`config.mk`:
```
export PLATFORM = sky130hd
export DESIGN_NAME = depth_to_point_cloud_core
export DESIGN_NICKNAME = d
export VERILOG_FILES = /design/src/hdl/dpc_pkg.sv /design/src/hdl/dpc_front.sv /design/src/hdl/dpc_fifo.sv /design/src/hdl/dpc_back.sv /design/src/hdl/depth_to_point_cloud_core.sv
export SDC_FILE = /design/constraint.sdc
export NUM_CORES = 2
export LEC_CHECK = 0
export BUFFER_PORTS_ARGS = -buffer_cell sky130_fd_sc_hd__buf_2
export CELL_PAD_IN_SITES_DETAIL_PLACEMENT = 1
export CELL_PAD_IN_SITES_GLOBAL_PLACEMENT = 2
export CORE_MARGIN = 1.5
export CORE_UTILIZATION = 40
export CTS_BUF_LIST = sky130_fd_sc_hd__clkbuf_8
export DETAILED_ROUTE_END_ITERATION = 12
export GPL_TIMING_DRIVEN = 0
export PLACE_DENSITY = 0.88
export SLEW_MARGIN = 20
export SYNTH_ARGS = -nofsm -noshare
export SYNTH_HDL_FRONTEND = slang
export SYNTH_HIERARCHICAL = 1
export SYNTH_SLANG_ARGS = --single-unit
```
`constraint.sdc`:
```
create_clock -name clk_i -period 7.51 [get_ports clk_i]
set_input_delay 0.751 -clock clk_i [delete_from_list [all_inputs] [get_ports clk_i]]
set_output_delay 0.751 -clock clk_i [all_outputs]
set_load 0.01 [all_outputs]
```
`src/hdl/dpc_pkg.sv`:
```
// Shared types, constants and register codes of the depth to point cloud block.
package dpc_pkg;

  localparam int unsigned EFF_W = 13;
  localparam int unsigned H_W = EFF_W + 1;
  localparam int unsigned DEN_W = 33;
  localparam int unsigned CFG_IDX_W = 3;
  localparam int unsigned CFG_DATA_W = 24;
  localparam int unsigned DEF_MAX_WIDTH = 1024;
  localparam int unsigned DEF_MAX_HEIGHT = 1024;
  localparam logic [30:0] Z_NUMER = 31'd1677721600;

  typedef enum logic [CFG_IDX_W-1:0] {
    REG_FRAME_WIDTH   = 3'd0,
    REG_FRAME_HEIGHT  = 3'd1,
    REG_DEPTH_GAIN    = 3'd2,
    REG_DEPTH_OFFSET  = 3'd3,
    REG_NEAR_OFFSET   = 3'd4,
    REG_LATERAL_SCALE = 3'd5
  } cfg_reg_e;

  typedef enum logic [2:0] {
    BK_IDLE,
    BK_DIV,
    BK_MUL1,
    BK_MUL2,
    BK_DONE
  } back_state_e;

  typedef struct packed {
    logic [10:0]       frame_width;
    logic [10:0]       frame_height;
    logic [15:0]       depth_gain;
    logic [23:0]       depth_offset;
    logic signed [9:0] near_offset;
    logic [15:0]       lateral_scale;
  } cfg_t;

  typedef struct packed {
    logic signed [DEN_W-1:0] den;
    logic signed [H_W-1:0]   hx;
    logic signed [H_W-1:0]   hy;
    logic                    frame_end;
  } item_t;

endpackage

```
`src/hdl/dpc_front.sv`:
```
// Front end: accepts samples, tracks the raster position and forms the denominator.
module dpc_front import dpc_pkg::*; #(
  parameter int unsigned MAX_WIDTH  = DEF_MAX_WIDTH,
  parameter int unsigned MAX_HEIGHT = DEF_MAX_HEIGHT
) (
  input  logic        clk_i,
  input  logic        rst_ni,
  input  cfg_t        cfg_i,
  input  logic        take_i,
  input  logic [15:0] depth_raw_i,
  input  logic        frame_start_i,
  output item_t       item_o
);

  localparam int unsigned CW = $clog2(MAX_WIDTH);
  localparam int unsigned RW = $clog2(MAX_HEIGHT);

  logic [CW-1:0] col_q, col_d;
  logic [RW-1:0] row_q, row_d;
  logic [H_W-1:0] w, h, c0, r0, c1, r1, r2, cn, rn;
  logic [31:0] prod;

  always_comb begin
    if (cfg_i.frame_width == 11'd0) begin
      w = H_W'(1);
    end else if (H_W'(cfg_i.frame_width) > H_W'(MAX_WIDTH)) begin
      w = H_W'(MAX_WIDTH);
    end else begin
      w = H_W'(cfg_i.frame_width);
    end
    if (cfg_i.frame_height == 11'd0) begin
      h = H_W'(1);
    end else if (H_W'(cfg_i.frame_height) > H_W'(MAX_HEIGHT)) begin
      h = H_W'(MAX_HEIGHT);
    end else begin
      h = H_W'(cfg_i.frame_height);
    end

    c0 = frame_start_i ? '0 : H_W'(col_q);
    r0 = frame_start_i ? '0 : H_W'(row_q);
    if (c0 >= w) begin
      c1 = '0;
      r1 = r0 + H_W'(1);
    end else begin
      c1 = c0;
      r1 = r0;
    end
    r2 = (r1 >= h) ? '0 : r1;

    cn = c1 + H_W'(1);
    rn = r2 + H_W'(1);
    if (cn >= w) begin
      col_d = '0;
      row_d = (rn >= h) ? '0 : rn[RW-1:0];
    end else begin
      col_d = cn[CW-1:0];
      row_d = r2[RW-1:0];
    end

    prod = 32'(cfg_i.depth_gain) * 32'(depth_raw_i);
    item_o.den = $signed(DEN_W'(cfg_i.depth_offset)) - $signed(DEN_W'(prod));
    item_o.hx = $signed(w - (c1 << 1));
    item_o.hy = $signed((r2 << 1) - h);
    item_o.frame_end = (c1 == w - H_W'(1)) && (r2 == h - H_W'(1));
  end

  always_ff @(posedge clk_i or negedge rst_ni) begin
    if (!rst_ni) begin
      col_q <= '0;
      row_q <= '0;
    end else if (take_i) begin
      col_q <= col_d;
      row_q <= row_d;
    end
  end

endmodule

```
`src/hdl/dpc_fifo.sv`:
```
// Two-entry queue between the front end and the arithmetic back end.
module dpc_fifo import dpc_pkg::*; (
  input  logic  clk_i,
  input  logic  rst_ni,
  input  logic  push_i,
  input  item_t data_i,
  output logic  full_o,
  input  logic  pop_i,
  output logic  empty_o,
  output item_t data_o
);

  item_t mem_q [2];
  logic wr_q, rd_q;
  logic [1:0] cnt_q;

  assign full_o = cnt_q == 2'd2;
  assign empty_o = cnt_q == 2'd0;
  assign data_o = mem_q[rd_q];

  always_ff @(posedge clk_i) begin
    if (push_i) begin
      mem_q[wr_q] <= data_i;
    end
  end

  always_ff @(posedge clk_i or negedge rst_ni) begin
    if (!rst_ni) begin
      wr_q <= 1'b0;
      rd_q <= 1'b0;
      cnt_q <= 2'd0;
    end else begin
      if (push_i) begin
        wr_q <= ~wr_q;
      end
      if (pop_i) begin
        rd_q <= ~rd_q;
      end
      if (push_i && !pop_i) begin
        cnt_q <= cnt_q + 2'd1;
      end else if (pop_i && !push_i) begin
        cnt_q <= cnt_q - 2'd1;
      end
    end
  end

endmodule

```
`src/hdl/dpc_back.sv`:
```
// Back end: iterative depth division, lateral scaling and the output register.
module dpc_back import dpc_pkg::*; (
  input  logic               clk_i,
  input  logic               rst_ni,
  input  cfg_t               cfg_i,
  input  logic               empty_i,
  input  item_t              item_i,
  output logic               pop_o,
  output logic               out_valid_o,
  input  logic               out_stall_i,
  output logic signed [17:0] x_pos_o,
  output logic signed [17:0] y_pos_o,
  output logic [15:0]        z_pos_o,
  output logic               point_valid_o,
  output logic               frame_end_o
);

  typedef struct packed {
    logic [17:0] val;
    logic        sat;
  } lat_t;

  function automatic lat_t lat_round(input logic [45:0] mag, input logic neg);
    logic [46:0] s;
    logic [21:0] r;
    lat_t res;
    s = 47'(mag) + 47'(1 << 24);
    r = s[46:25];
    res.sat = 1'b0;
    if (neg) begin
      if (r > 22'd131072) begin
        res.sat = 1'b1;
        res.val = 18'h20000;
      end else begin
        res.val = 18'(-r);
      end
    end else if (r > 22'd131071) begin
      res.sat = 1'b1;
      res.val = 18'h1FFFF;
    end else begin
      res.val = r[17:0];
    end
    return res;
  endfunction

  back_state_e state_q, state_d;
  logic [23:0] den_q;
  logic [24:0] rem_q;
  logic [15:0] nlo_q, z_q;
  logic [3:0] cnt_q;
  logic ok_q, fe_q, negx_q, negy_q;
  logic signed [H_W-1:0] hx_q, hy_q;
  logic [32:0] p1_q;
  logic [12:0] mhx_q, mhy_q;
  logic [45:0] magx_q, magy_q;
  logic out_valid_q;
  logic [17:0] x_q, y_q;
  logic [15:0] zo_q;
  logic pv_q, fo_q;

  logic pos, ovf, ge, load_out;
  logic [30:0] num;
  logic [24:0] rs;
  logic signed [17:0] zn;
  logic [16:0] mz;
  lat_t lx, ly;

  assign out_valid_o = out_valid_q;
  assign x_pos_o = $signed(x_q);
  assign y_pos_o = $signed(y_q);
  assign z_pos_o = zo_q;
  assign point_valid_o = pv_q;
  assign frame_end_o = fo_q;

  always_comb begin
    pos = !item_i.den[DEN_W-1] && (item_i.den != '0);
    num = Z_NUMER + 31'(item_i.den[23:1]);
    ovf = {9'd0, num} >= {item_i.den[23:0], 16'd0};
    rs = {rem_q[23:0], nlo_q[15]};
    ge = rs >= {1'b0, den_q};
    zn = $signed({2'b00, z_q}) + 18'(signed'({cfg_i.near_offset, 4'd0}));
    mz = zn[17] ? 17'(-zn) : zn[16:0];
    lx = lat_round(magx_q, negx_q);
    ly = lat_round(magy_q, negy_q);
    load_out = (state_q == BK_DONE) && (!out_valid_q || !out_stall_i);
    pop_o = 1'b0;
    state_d = state_q;
    unique case (state_q)
      BK_IDLE: begin
        if (!empty_i) begin
          pop_o = 1'b1;
          state_d = (pos && !ovf) ? BK_DIV : BK_MUL1;
        end
      end
      BK_DIV: begin
        if (cnt_q == 4'd15) begin
          state_d = BK_MUL1;
        end
      end
      BK_MUL1: state_d = BK_MUL2;
      BK_MUL2: state_d = BK_DONE;
      BK_DONE: begin
        if (load_out) begin
          state_d = BK_IDLE;
        end
      end
      default: state_d = BK_IDLE;
    endcase
  end

  always_ff @(posedge clk_i or negedge rst_ni) begin
    if (!rst_ni) begin
      state_q <= BK_IDLE;
      out_valid_q <= 1'b0;
    end else begin
      state_q <= state_d;
      if (load_out) begin
        out_valid_q <= 1'b1;
      end else if (!out_stall_i) begin
        out_valid_q <= 1'b0;
      end
    end
  end

  always_ff @(posedge clk_i) begin
    case (state_q)
      BK_IDLE: begin
        den_q <= item_i.den[23:0];
        hx_q <= item_i.hx;
        hy_q <= item_i.hy;
        fe_q <= item_i.frame_end;
        rem_q <= {10'd0, num[30:16]};
        nlo_q <= num[15:0];
        cnt_q <= 4'd0;
        if (pos && !ovf) begin
          z_q <= 16'd0;
          ok_q <= 1'b1;
        end else begin
          z_q <= 16'hFFFF;
          ok_q <= 1'b0;
        end
      end
      BK_DIV: begin
        rem_q <= ge ? rs - {1'b0, den_q} : rs;
        z_q <= {z_q[14:0], ge};
        nlo_q <= {nlo_q[14:0], 1'b0};
        cnt_q <= cnt_q + 4'd1;
      end
      BK_MUL1: begin
        p1_q <= 33'(mz) * 33'(cfg_i.lateral_scale);
        mhx_q <= hx_q[H_W-1] ? 13'(-hx_q) : hx_q[12:0];
        mhy_q <= hy_q[H_W-1] ? 13'(-hy_q) : hy_q[12:0];
        negx_q <= hx_q[H_W-1] ^ zn[17];
        negy_q <= hy_q[H_W-1] ^ zn[17];
      end
      BK_MUL2: begin
        magx_q <= 46'(p1_q) * 46'(mhx_q);
        magy_q <= 46'(p1_q) * 46'(mhy_q);
      end
      default: ;
    endcase
    if (load_out) begin
      x_q <= lx.val;
      y_q <= ly.val;
      zo_q <= z_q;
      pv_q <= ok_q && !lx.sat && !ly.sat;
      fo_q <= fe_q;
    end
  end

endmodule

```
`src/hdl/depth_to_point_cloud_core.sv`:
```
// Top level of the depth to point cloud converter.
// The input channel takes one raw depth sample per word together with a
// frame start flag; the block keeps its own column and row counters.
// The output channel gives one point per input word: x, y, z, a validity
// flag and a flag on the last pixel of the frame.
// Both channels move a word at an edge where valid is high and stall low.
// Configuration words are written through a valid/ready port that is
// always ready; writes are meant to happen while the block is idle.
// A word whose depth goes through the 16-step shift and subtract divider
// passes the pop state, the divider, the two lateral multiplier stages
// and the done state in turn before it reaches the output register; the
// back end takes no new word until the last leaves the done state. A word
// whose denominator is not positive or whose depth overflows skips the divider.
// The front end and a two-word queue accept words while the back end works;
// input stall rises when the queue is full.
// Reset clears the counters, the queue and the output valid flag and loads
// the default camera settings.
// While the output is stalled the result holds and the back end waits.
module depth_to_point_cloud_core import dpc_pkg::*; #(
  parameter int unsigned MAX_WIDTH  = DEF_MAX_WIDTH,
  parameter int unsigned MAX_HEIGHT = DEF_MAX_HEIGHT
) (
  input  logic                  clk_i,
  input  logic                  rst_ni,
  input  logic                  in_valid_i,
  output logic                  in_stall_o,
  input  logic [15:0]           depth_raw_i,
  input  logic                  frame_start_i,
  output logic                  out_valid_o,
  input  logic                  out_stall_i,
  output logic signed [17:0]    x_pos_o,
  output logic signed [17:0]    y_pos_o,
  output logic [15:0]           z_pos_o,
  output logic                  point_valid_o,
  output logic                  frame_end_o,
  input  logic                  cfg_valid_i,
  output logic                  cfg_ready_o,
  input  logic [CFG_IDX_W-1:0]  cfg_index_i,
  input  logic [CFG_DATA_W-1:0] cfg_data_i
);

  cfg_t cfg_q;
  item_t front_item, head_item;
  logic full, empty, pop, take;

  assign cfg_ready_o = 1'b1;
  assign in_stall_o = full;
  assign take = in_valid_i && !full;

  always_ff @(posedge clk_i or negedge rst_ni) begin
    if (!rst_ni) begin
      cfg_q.frame_width <= 11'd640;
      cfg_q.frame_height <= 11'd480;
      cfg_q.depth_gain <= 16'd3219;
      cfg_q.depth_offset <= 24'd3491758;
      cfg_q.near_offset <= -10'sd10;
      cfg_q.lateral_scale <= 16'd35232;
    end else if (cfg_valid_i) begin
      case (cfg_index_i)
        REG_FRAME_WIDTH:   cfg_q.frame_width <= cfg_data_i[10:0];
        REG_FRAME_HEIGHT:  cfg_q.frame_height <= cfg_data_i[10:0];
        REG_DEPTH_GAIN:    cfg_q.depth_gain <= cfg_data_i[15:0];
        REG_DEPTH_OFFSET:  cfg_q.depth_offset <= cfg_data_i;
        REG_NEAR_OFFSET:   cfg_q.near_offset <= $signed(cfg_data_i[9:0]);
        REG_LATERAL_SCALE: cfg_q.lateral_scale <= cfg_data_i[15:0];
        default: ;
      endcase
    end
  end

  dpc_front #(
    .MAX_WIDTH (MAX_WIDTH),
    .MAX_HEIGHT(MAX_HEIGHT)
  ) u_front (
    .clk_i        (clk_i),
    .rst_ni       (rst_ni),
    .cfg_i        (cfg_q),
    .take_i       (take),
    .depth_raw_i  (depth_raw_i),
    .frame_start_i(frame_start_i),
    .item_o       (front_item)
  );

  dpc_fifo u_fifo (
    .clk_i  (clk_i),
    .rst_ni (rst_ni),
    .push_i (take),
    .data_i (front_item),
    .full_o (full),
    .pop_i  (pop),
    .empty_o(empty),
    .data_o (head_item)
  );

  dpc_back u_back (
    .clk_i        (clk_i),
    .rst_ni       (rst_ni),
    .cfg_i        (cfg_q),
    .empty_i      (empty),
    .item_i       (head_item),
    .pop_o        (pop),
    .out_valid_o  (out_valid_o),
    .out_stall_i  (out_stall_i),
    .x_pos_o      (x_pos_o),
    .y_pos_o      (y_pos_o),
    .z_pos_o      (z_pos_o),
    .point_valid_o(point_valid_o),
    .frame_end_o  (frame_end_o)
  );

endmodule

```
==> results.json <==
{
  "grt_first_pass_wirelength_mm": 357,
  "max_stage_delay_ps": 580,
  "min_path_type": "input port to register",
  "die_area_mm2": 0.178,
  "grt_pass1_vias": 60200,
  "wl_per_cell_um": 23.1,
  "drc": 0,
  "portBuffers": 104,
  "die_x_um": 422,
  "ff2ff_path_depth": 30,
  "crit_top_cell": "fa_1",
  "syn_nets": 8844,
  "root_buffer": "clkbuf_8",
  "crit_slowest_cell": "fa_1",
  "cp.arrival_ps": 9210,
  "placed_cells": 9617,
  "htreeDepth": 3,
  "r2r_slack_ps": -1200,
  "drv_cap": 0,
  "tritoncts": "built",
  "synth_warnings": 6,
  "cp-end-kind": "register",
  "route.vias.total": 53600,
  "synth_cells": 7168,
  "cp-start-kind": "register",
  "max_freq_mhz": 115,
  "worstReg2RegStart": "u_back/z_q[3]",
  "finClkSkew_ps": 75.0,
  "die_h_um": 422,
  "clockBufferDepth": 3,
  "syn_to_final_growth_pct": 12.6,
  "drive_gt1_share_pct": 13.2,
  "syn_area_per_cell_um2": 9.78,
  "max_slew_margin_pct": 25.8,
  "timing.hold.ws_ps": 162,
  "critical_path_peak_fanout": 4,
  "antenna_found_initial": 14,
  "setup_viol": 19,
  "whs_path_depth": 2,
  "vias_per_cell": 5.39,
  "antenna_left": 0,
  "fillCellCount": 19700,
  "slew_violations": 0,
  "worst_pin_slew_ps": 1100,
  "num_rows": 153,
  "hp-start": "cfg_data_i[17]",
  "dr.pass1.iters": 5,
  "status": "finished, violations left",
  "place_hpwl_mm": 182,
  "period_minus_slack_ps": 8710,
  "hold_violations": 0,
  "start_util_pct": 40.3,
  "io_pins": 106,
  "violations": "negative setup slack",
  "gr-total-overflow": 0,
  "cts_sinks": 497,
  "cp.required_ps": 8010,
  "fin_ws_ps": -1200,
  "clkSlewWorstSetupHoldPaths_ps": 60,
  "min_delay_worst_endpoint": "cfg_q[43]",
  "grt_max_degree": 67,
  "timing.final.crit_share_pct": 116,
  "insertion_delay_ps": 840,
  "first_iter_violations": 3115,
  "final-instance-count-excl-fill": 9951,
  "rsz0062_at_grt": "true",
  "crit_type": "register to register",
  "r2r-end": "u_back/p1_q[32]",
  "place_congestion": 0.918,
  "design.core.area_mm2": 0.174,
  "routed_wl_mm": 230,
  "netlist_area_mm2": 0.0701,
  "grtUsageTotal_pct": 26.0,
  "cts_made_buffers": 91,
  "fin_nets": 9217
}
registers in the layout (all words and copies together), names as in the netlist, 2 cells and up:
register,flops
u_front/row_q,10
u_back/magy_q,22
u_fifo/mem_q,108
u_back/mhy_q,13
u_back/den_q,24
cfg_q,88
u_back/cnt_q,4
u_front/col_q,10
u_back/hx_q,14
u_back/state_q,3
u_back/nlo_q,16
u_back/y_pos_o,18
u_back/rem_q,24
u_back/z_q,16
u_back/z_pos_o,16
u_back/p1_q,33
u_back/x_pos_o,18
u_back/mhx_q,13
u_back/magx_q,22
u_fifo/cnt_q,2
u_back/hy_q,14
placed cells by master (no fill, tap or decap), types with 99 or more instances in the layout:
cell type / instances
a21o_1: 125
a21oi_1: 184
and2_1: 610
buf_2: 116
buf_4: 159
clkbuf_1: 193
clkbuf_8: 99
edfxtp_1: 381
fa_1: 1091
ha_1: 496
inv_1: 1230
nand2_1: 996
nand3_1: 117
nor2_1: 166
o21ai_0: 109
xnor2_1: 150
critical path, delay by kind of cell, from the launching register on:
family                   cells  cell delay, ps
AO/OA/AOI/OAI                7            1420
buffers and inverters        6             510
AND/OR/NAND/NOR              8            2180
adder cells (fa/ha/maj)      7            3390
XOR/XNOR                     2             360
flip-flops                   1             550
final cells by class:
type                            count  area (um2)  share of cell area, %
Multi-Input combinational cell   5108       51100                   64.8
Sequential cell                   497       14400                   18.2
Inverter                         1229        4620                   5.85
Tap cell                         2325        2910                   3.68
Timing Repair Buffer              291        2290                   2.90
Buffer                            323        1690                   2.14
Clock buffer                       97        1340                   1.69
Clock inverter                     71         548                  0.694
Antenna cell                       10        25.0                 0.0317
worst max-delay path by stage:
stage	cells past startpoint	to	start	slack, ps
floorplan	33	u_back/p1_q[28]	u_back/z_q[5]	-350
global placement	31	u_back/p1_q[30]	u_back/z_q[0]	-1980
detailed placement	31	u_back/p1_q[30]	u_back/z_q[0]	-2100
CTS	31	u_back/p1_q[31]	cfg_q[16]	-980
global route	30	u_back/p1_q[32]	u_back/z_q[3]	-1430
finish	30	u_back/p1_q[32]	u_back/z_q[3]	-1200
layer usage:
layer / global-route usage, % / share of wire [%] / vias to the layer above
li1: - / - / 23600
met1: 32.1 / 40 / 28000
met2: 45.5 / 50 / 1598
met3: 3.04 / 4.9 / 440
met4: 11.4 / 5.0 / 0
met5: 0 / 0 / -
timing repair:
action | CTS | global route
cloned | 1 | 0
hold buffers | 1 | 0
hold endpoints to repair | 32 | 0
endpoints found under the setup margin | 73 | 49
pin swaps | 117 | 74
setup buffers | 122 | 43
gates resized for setup | 230 | 122
per-stage QoR:
step / setup TNS [ps] / setup WS (ps) / utilization [%] / area, um2
floorplan: -3270 / -352 / - / 70600
global placement: -71000 / -1980 / 42.5 / 74000
detailed placement: -75460 / -2100 / 42.7 / 74400
CTS: -12910 / -983 / 45.0 / 78200
global route: -21450 / -1430 / 45.4 / 78900
finish: -16970 / -1200 / 45.4 / 79000
Power is left out: the tool's default activity adds up to more than one toggle a clock period on the data nets, which glitch-free logic cannot reach.
